`src/rtl/fbfl_pkg.sv`:
```
// fbfl_pkg: shared types, constants and helpers of the fixed block free list allocator
// no dependencies; imported by fbfl_ring, fbfl_ctrl and the top level

package fbfl_pkg;

    // pool geometry
    localparam int unsigned POOL_BLOCKS = 256;
    localparam int unsigned BLOCK_BYTES = 64;
    localparam longint unsigned POOL_BASE = 4096;

    // widths
    localparam int ADDR_W = 32;
    localparam int SIZE_W = 32;
    localparam int ERR_W  = 32;
    localparam int IDX_W  = $clog2(POOL_BLOCKS);
    localparam int CNT_W  = $clog2(POOL_BLOCKS + 1);
    localparam int STAT_W = 3;

    // result status codes
    typedef enum logic [STAT_W-1:0] {
        ST_OK        = 3'd0,
        ST_TOO_LARGE = 3'd1,
        ST_EMPTY     = 3'd2,
        ST_FULL      = 3'd3,
        ST_NULL      = 3'd4
    } t_status;

    // request kinds
    typedef enum logic {
        KIND_ALLOC = 1'b0,
        KIND_FREE  = 1'b1
    } t_kind;

    // ring access from the controller
    typedef struct packed {
        logic              wr_en;
        logic [IDX_W-1:0]  wr_idx;
        logic [ADDR_W-1:0] wr_data;
        logic              rd_en;
        logic [IDX_W-1:0]  rd_idx;
    } t_ring_req;

    localparam logic [IDX_W-1:0]  LAST_IDX   = IDX_W'(POOL_BLOCKS - 1);
    localparam logic [CNT_W-1:0]  POOL_CNT   = CNT_W'(POOL_BLOCKS);
    localparam logic [ADDR_W-1:0] BASE_ADDR  = ADDR_W'(POOL_BASE);
    localparam logic [ADDR_W-1:0] BLOCK_SPAN = ADDR_W'(BLOCK_BYTES);
    localparam logic [SIZE_W-1:0] MAX_SIZE   = SIZE_W'(BLOCK_BYTES);

    // address a slot holds until its first write after reset
    function automatic logic [ADDR_W-1:0] init_addr(input logic [IDX_W-1:0] idx);
        logic [ADDR_W-1:0] offs;
        offs = ADDR_W'(idx) * BLOCK_SPAN;
        return BASE_ADDR + offs;
    endfunction

    // circular index advance
    function automatic logic [IDX_W-1:0] next_idx(input logic [IDX_W-1:0] idx);
        logic [IDX_W-1:0] nxt;
        nxt = (idx == LAST_IDX) ? '0 : idx + IDX_W'(1);
        return nxt;
    endfunction

endpackage

```
`src/rtl/fbfl_ctrl.sv`:
```
// fbfl_ctrl: request decode, queue pointers, counters and the result register
// depends on fbfl_pkg; drives the ring in fbfl_ring and takes its read data

module fbfl_ctrl (
    input  logic                         i_clk,
    input  logic                         i_rst_n,
    input  logic                         i_accept,
    input  logic                         i_kind,
    input  logic [fbfl_pkg::SIZE_W-1:0]  i_request_size,
    input  logic [fbfl_pkg::ADDR_W-1:0]  i_free_address,
    output fbfl_pkg::t_ring_req          o_ring_req,
    input  logic [fbfl_pkg::ADDR_W-1:0]  i_ring_data,
    output logic                         o_done,
    output logic [fbfl_pkg::STAT_W-1:0]  o_status,
    output logic [fbfl_pkg::ADDR_W-1:0]  o_block_address,
    output logic [fbfl_pkg::ERR_W-1:0]   o_error_total,
    output logic [fbfl_pkg::CNT_W-1:0]   o_outstanding_blocks
);
    import fbfl_pkg::*;

    // queue state
    logic [IDX_W-1:0]  r_head, n_head;
    logic [IDX_W-1:0]  r_tail, n_tail;
    logic [CNT_W-1:0]  r_qlen, n_qlen;
    logic [CNT_W-1:0]  r_fill, n_fill;
    logic [ERR_W-1:0]  r_fail, n_fail;

    // result stage
    logic              r_done;
    t_status           r_status, n_status;
    logic              r_pop, n_pop;
    logic              r_stored, n_stored;
    logic [ADDR_W-1:0] r_init;
    logic [CNT_W-1:0]  r_out;

    logic              push;

    // decode the transaction against the current queue state
    always_comb begin
        n_head   = r_head;
        n_tail   = r_tail;
        n_qlen   = r_qlen;
        n_fill   = r_fill;
        n_fail   = r_fail;
        n_status = ST_OK;
        n_pop    = 1'b0;
        push     = 1'b0;
        // slot was written since reset when it lies below the fill mark
        n_stored = (CNT_W'(r_head) < r_fill);
        if (i_kind == KIND_ALLOC) begin
            priority if (i_request_size > MAX_SIZE) begin
                n_status = ST_TOO_LARGE;
                n_fail   = r_fail + ERR_W'(1);
            end else if (r_qlen == '0) begin
                n_status = ST_EMPTY;
                n_fail   = r_fail + ERR_W'(1);
            end else begin
                n_pop  = 1'b1;
                n_head = next_idx(r_head);
                n_qlen = r_qlen - CNT_W'(1);
            end
        end else begin
            priority if (r_qlen >= POOL_CNT) begin
                n_status = ST_FULL;
            end else if (i_free_address == '0) begin
                n_status = ST_NULL;
            end else begin
                push   = 1'b1;
                n_tail = next_idx(r_tail);
                n_qlen = r_qlen + CNT_W'(1);
                if (r_fill < POOL_CNT) begin
                    n_fill = r_fill + CNT_W'(1);
                end
            end
        end
    end

    // ring access: pop reads the head, push writes the tail
    always_comb begin
        o_ring_req.wr_en   = i_accept && push;
        o_ring_req.wr_idx  = r_tail;
        o_ring_req.wr_data = i_free_address;
        o_ring_req.rd_en   = i_accept && n_pop;
        o_ring_req.rd_idx  = r_head;
    end

    // control state
    always_ff @(posedge i_clk) begin
        if (!i_rst_n) begin
            r_head <= '0;
            r_tail <= '0;
            r_qlen <= POOL_CNT;
            r_fill <= '0;
            r_fail <= '0;
            r_done <= 1'b0;
        end else begin
            r_done <= i_accept;
            if (i_accept) begin
                r_head <= n_head;
                r_tail <= n_tail;
                r_qlen <= n_qlen;
                r_fill <= n_fill;
                r_fail <= n_fail;
            end
        end
    end

    // result payload
    always_ff @(posedge i_clk) begin
        if (i_accept) begin
            r_status <= n_status;
            r_pop    <= n_pop;
            r_stored <= n_stored;
            r_init   <= init_addr(r_head);
            r_out    <= POOL_CNT - n_qlen;
        end
    end

    assign o_done               = r_done;
    assign o_status             = r_status;
    assign o_error_total        = r_fail;
    assign o_outstanding_blocks = r_out;

    // popped address comes from the ring or from the slot's reset value
    always_comb begin
        o_block_address = '0;
        if (r_pop) begin
            o_block_address = r_stored ? i_ring_data : r_init;
        end
    end

endmodule

```
`config.mk`:
```
export PLATFORM = sky130hd
export DESIGN_NAME = fbfl_ctrl
export DESIGN_NICKNAME = d
export VERILOG_FILES = /design/src/rtl/fbfl_pkg.sv /design/src/rtl/fbfl_ctrl.sv
export SDC_FILE = /design/constraint.sdc
export NUM_CORES = 1
export LEC_CHECK = 0
export BUFFER_PORTS_ARGS = -buffer_cell sky130_fd_sc_hd__clkbuf_2
export CAP_MARGIN = 0
export CORE_MARGIN = 5
export CORE_UTILIZATION = 48
export DETAILED_ROUTE_END_ITERATION = 6
export PLACE_DENSITY = 0.91
export SLEW_MARGIN = 0
export SYNTH_ARGS = -nofsm -noshare
export SYNTH_HDL_FRONTEND = slang
export SYNTH_SLANG_ARGS = --single-unit
```
`constraint.sdc`:
```
create_clock -name i_clk -period 4.1 [get_ports i_clk]
set_input_delay 0.82 -clock i_clk [delete_from_list [all_inputs] [get_ports i_clk]]
set_output_delay 0.82 -clock i_clk [all_outputs]
set_load 0.02 [all_outputs]
```
# == Word-level counts from Yosys, hierarchy flattened ==
# Cells that the tools add are included.
# word_totals
register_bits,113
in_bits,100
output_inout_bits,127
wordCells,61
# classes
add_sub_neg,8
order_cmp,4
n_eq_ne,2
muxes,22
bitwise_logic,5
n_reduce_logical,9
# ops
op,n
32-bit 2-to-1 mux,4
9-bit 2-to-1 mux,5
32-bit by 1-bit adder with 32-bit output (second input constant),1
32-bit by 7-bit greater-than comparator with 1-bit output (second input constant),1
32-bit zero test,1
9-bit by 1-bit adder with 9-bit output (second input constant),2
8-bit by 1-bit adder with 8-bit output (second input constant),2
8-bit == test (second input constant),2
8-bit 2-to-1 mux,2
13-bit by 14-bit adder with 15-bit output (first input constant),1
9-bit >= comparator (second input constant),1
9-bit zero test,1
8-bit by 9-bit less-than comparator with 1-bit output,1
9-bit less-than comparator (second input constant),1
3-bit 2-to-1 mux,3
9-bit by 1-bit subtractor with 9-bit output (second input constant),1
9-bit subtractor (first input constant),1
4-bit AND reduction,2
1-bit 2-to-1 mux,6
1-bit NOT,5
5-bit AND reduction,1
2-bit 2-to-1 mux,2
3-bit AND reduction,1
1-bit logical AND,2
2-bit nonzero test,1

# == Depth between registers and ports, before layout ==
# logic_depth
depth_word,5
mapped_depth,11
mapped_depth_nobuf,11

# == Worst setup path before layout ==
# OpenSTA, ideal clock, no wires.
# synth_path
path_type,input port to flip-flop
from,input port i_request_size[0] in the netlist's numbering
to,"register r_out[8], in the netlist o_outstanding_blocks[8], data pin"
setup_time_ns,0.258
arrival_time_ns,2.842
required_time_ns,3.842
setup_slack_ns,1.000
path_stages,9
n_path_buf,0
cell_sequence,or4_4 > o31ai_4 > and4_2 > nand2_1 > a31oi_2 > ha_1 > and3b_4 > nand4_2 > xor2_1
# synth_between
elab_chain_cells,4
# synth_rtl
item,line_no,rtl
"start, declared",fbfl_ctrl.sv:9,"input logic [fbfl_pkg::SIZE_W-1:0] i_request_size,"
32-bit by 7-bit greater-than comparator with 1-bit output,fbfl_ctrl.sv:51,priority if (i_request_size > MAX_SIZE) begin
9-bit 2-to-1 mux,fbfl_ctrl.sv:51,
9-bit 2-to-1 mux,fbfl_ctrl.sv:50,if (i_kind == KIND_ALLOC) begin
9-bit subtractor,fbfl_ctrl.sv:115,r_out <= POOL_CNT - n_qlen;
"end signal, assigned",fbfl_ctrl.sv:115,
"end, declared",fbfl_ctrl.sv:34,logic [CNT_W-1:0] r_out;
# No other way between the ends.
# A chain may end at the register's enable or synchronous reset.

==> results.ini <==
[status]
status = completed

[die]
die_height_um = 114
die-area_mm2 = 0.0129
core_mm2 = 0.0104
die-width_um = 114
num_rows = 37
ios = 227
initial_core_util = 0.495

[critical_path]
arrival_ns = 2.65
cp_common_cell = clkbuf_2
cp-end-kind = output port
crit_start = i_request_size[0]
cpPeakStageDelay_ns = 0.53
cp_data_required_time_ns = 3.28
crit-reg2reg-launch = r_qlen[0]
crit_chain = clkbuf_2 > or4_4 > o31ai_4 > and4_2 > and3_1 > clkbuf_2
worstPathMaxFanout = 7
startpoint_type = input port
cp_slowest_cell = or4_4
critPathKind = input port to output port

[clock_network]
cts_root_buf = clkbuf_8
ctsHoldBuffers = 0
post_cts_buffers = 0
htreeDepth = 3
cts_buffer_depth = 2
numCtsBuffers = 9
clk_latency_ns = 0.35
clock-sinks = 90
cts_tree = yes
cts.clk_slew.worst_paths_ns = 0.08
cts_resized = 0

[global_routing]
grt_pass1_vias = 4253
grt_pass1_wl_um = 20200
globalRouteTotalUtil = 0.190
antenna_found_initial = 0
grt_start_max_net_pins = 36
globalRouteOverflowTotal = 0

[routing]
wl_um = 12500
dr.pass1.iters = 4
routed-via-count = 4495
ant_nets = 0
drtIter0Drc = 131
drc_errors = 0
via_per_inst = 5.15
post_drt_wl_per_cell_um = 14.3

[synthesis]
synthMostInstantiatedCell = dfxtp_1
synthCells = 544
synth_area_per_cell_um2 = 9.48
yosysTopAreaCell = dfxtp_1
ys_top_cells_by_area = dfxtp_1 (26%), edfxtp_1 (13%), xnor2_1 (7.6%)
synth_edf_count = 23
syn_nets = 659
synth-seq-cells = 90
yosys.area.top_type_share = 0.260
synthDistinctLibCells = 57
ys_seq_area_frac = 0.394
netlist_top_cells_count = dfxtp_1 (67), xnor2_1 (45), and2_1 (42)
ys.warnings.count = 0
ys.flop_type = dfxtp_1
async_reset_ff_frac = 0
syn_area_mm2 = 0.00516

[timing]
finalSetupViolations = 0
fin_crit_ns = 3.47
slew_headroom = 0.418
tns_ns = 0
fmax_mhz = 288
rsz0062_at_grt = no
hold_viol_final = 0
tightest_slew_ns = 0.872
fin_skew_ns = 0.0179
fin_ws_ns = 0.626
drv_slew = 0
finalCritPeriodShare = 0.847

[hold_path]
hold_start = o_error_total[8]
min_path_type = flop to flop

[placement]
place.gp.congestion = 0.898
portBuffers = 226
dp_cells = 857
place_ws_ns = 0.643
detailed_place_hpwl_um = 10000

[power_and_ir_drop]
p_leak_nw = 2.98
max-vdd-ir-drop_v = 0.000256
power.density_mw_per_mm2 = 271
total_power_mw = 1.72

[flow_run]
drv_cap = 0

[layout]
drive_above_1_share = 0.355
diodes = 0
instances_no_fill = 873
nets = 847
syn2layout_area_growth_pct = 23.2
finish.utilization = 0.610

## routing by layer
metal,track usage,part of all wire
met5,0,0
met4,0.0449,0.011
met3,0.0520,0.084
met2,0.332,0.49
met1,0.231,0.41
## where the power goes
group / leakage (nW) / internal (mW) / total [mW] / switching (mW)
sequential: 0.773 / 0.921 / 0.931 / 0.00960
combinational: 2.11 / 0.0801 / 0.187 / 0.107
clock: 0.100 / 0.299 / 0.607 / 0.308
total: 2.98 / 1.30 / 1.72 / 0.424
## through the flow
stage                     cell area (um2)  hold slack (ns)
after floorplan                      5160            0.482
after global placement               6160            0.506
after detailed placement             6160            0.528
after CTS                            6360            0.536
after global routing                 6360            0.575
final                                6360            0.539
## sequential cells by signal, summed over array words and instances (netlist names)
signal	flops
r_pop	1
r_fill	9
o_error_total	32
o_outstanding_blocks	9
o_status	3
r_qlen	9
r_init	9
r_stored	1
r_tail	8
o_done	1
r_head	8
## worst paths after layout
path | end | slack, ns | cells after the start
setup / recovery | o_ring_req[8] | 0.63 | 6
hold / removal | o_error_total[8] | 0.54 | 2
setup reg to reg | o_outstanding_blocks[6] | 1.22 | 11
hold reg to reg | o_error_total[8] | 0.54 | 2
## cells in the final DEF (no fill, tap or decap), types with 2 or more instances in the layout
| cell type | n |
|---|---|
| nand4_1 | 17 |
| nor2b_1 | 29 |
| o31ai_1 | 4 |
| dfxtp_1 | 67 |
| and3_2 | 3 |
| nor4_1 | 16 |
| and2_1 | 42 |
| ha_1 | 15 |
| mux2i_1 | 17 |
| buf_4 | 3 |
| o21ai_0 | 8 |
| xor2_1 | 21 |
| or3_1 | 4 |
| o31ai_4 | 2 |
| inv_1 | 17 |
| a21o_1 | 4 |
| a21oi_1 | 5 |
| edfxtp_1 | 23 |
| nor2_1 | 23 |
| and4_1 | 3 |
| nand2b_1 | 2 |
| nand2_1 | 29 |
| or4_1 | 2 |
| nand3_1 | 22 |
| clkbuf_2 | 226 |
| xnor2_1 | 45 |
| nand4_2 | 2 |
| and3_1 | 39 |
| nor3_1 | 7 |
| clkbuf_8 | 10 |
## final cells by class
type | count | area (um2)
clock buffers | 10 | 138
clock inverters | 6 | 63.8
fillers | 919 | 4060
inverters | 17 | 63.8
multi-input cells | 385 | 2740
flip-flops and latches | 90 | 2030
well taps | 136 | 170
repair buffers | 229 | 1150
## cell families after synthesis
group / Yosys count / synth area share
AO/OA/AOI/OAI: 38 / 0.0623
XOR/XNOR: 66 / 0.112
adder cells (fa/ha/maj): 15 / 0.0364
buffers and inverters: 69 / 0.0757
flip-flops: 90 / 0.394
multiplexers: 17 / 0.0330
AND/OR/NAND/NOR: 249 / 0.287
## worst max-delay path: cells and delay by family
| kind | cells | cell delay (ns) |
|---|---|---|
| compound gates | 1 | 0.28 |
| buf+inv | 2 | 0.31 |
| simple gates | 3 | 1.23 |
(Power assumes the default switching activity.)
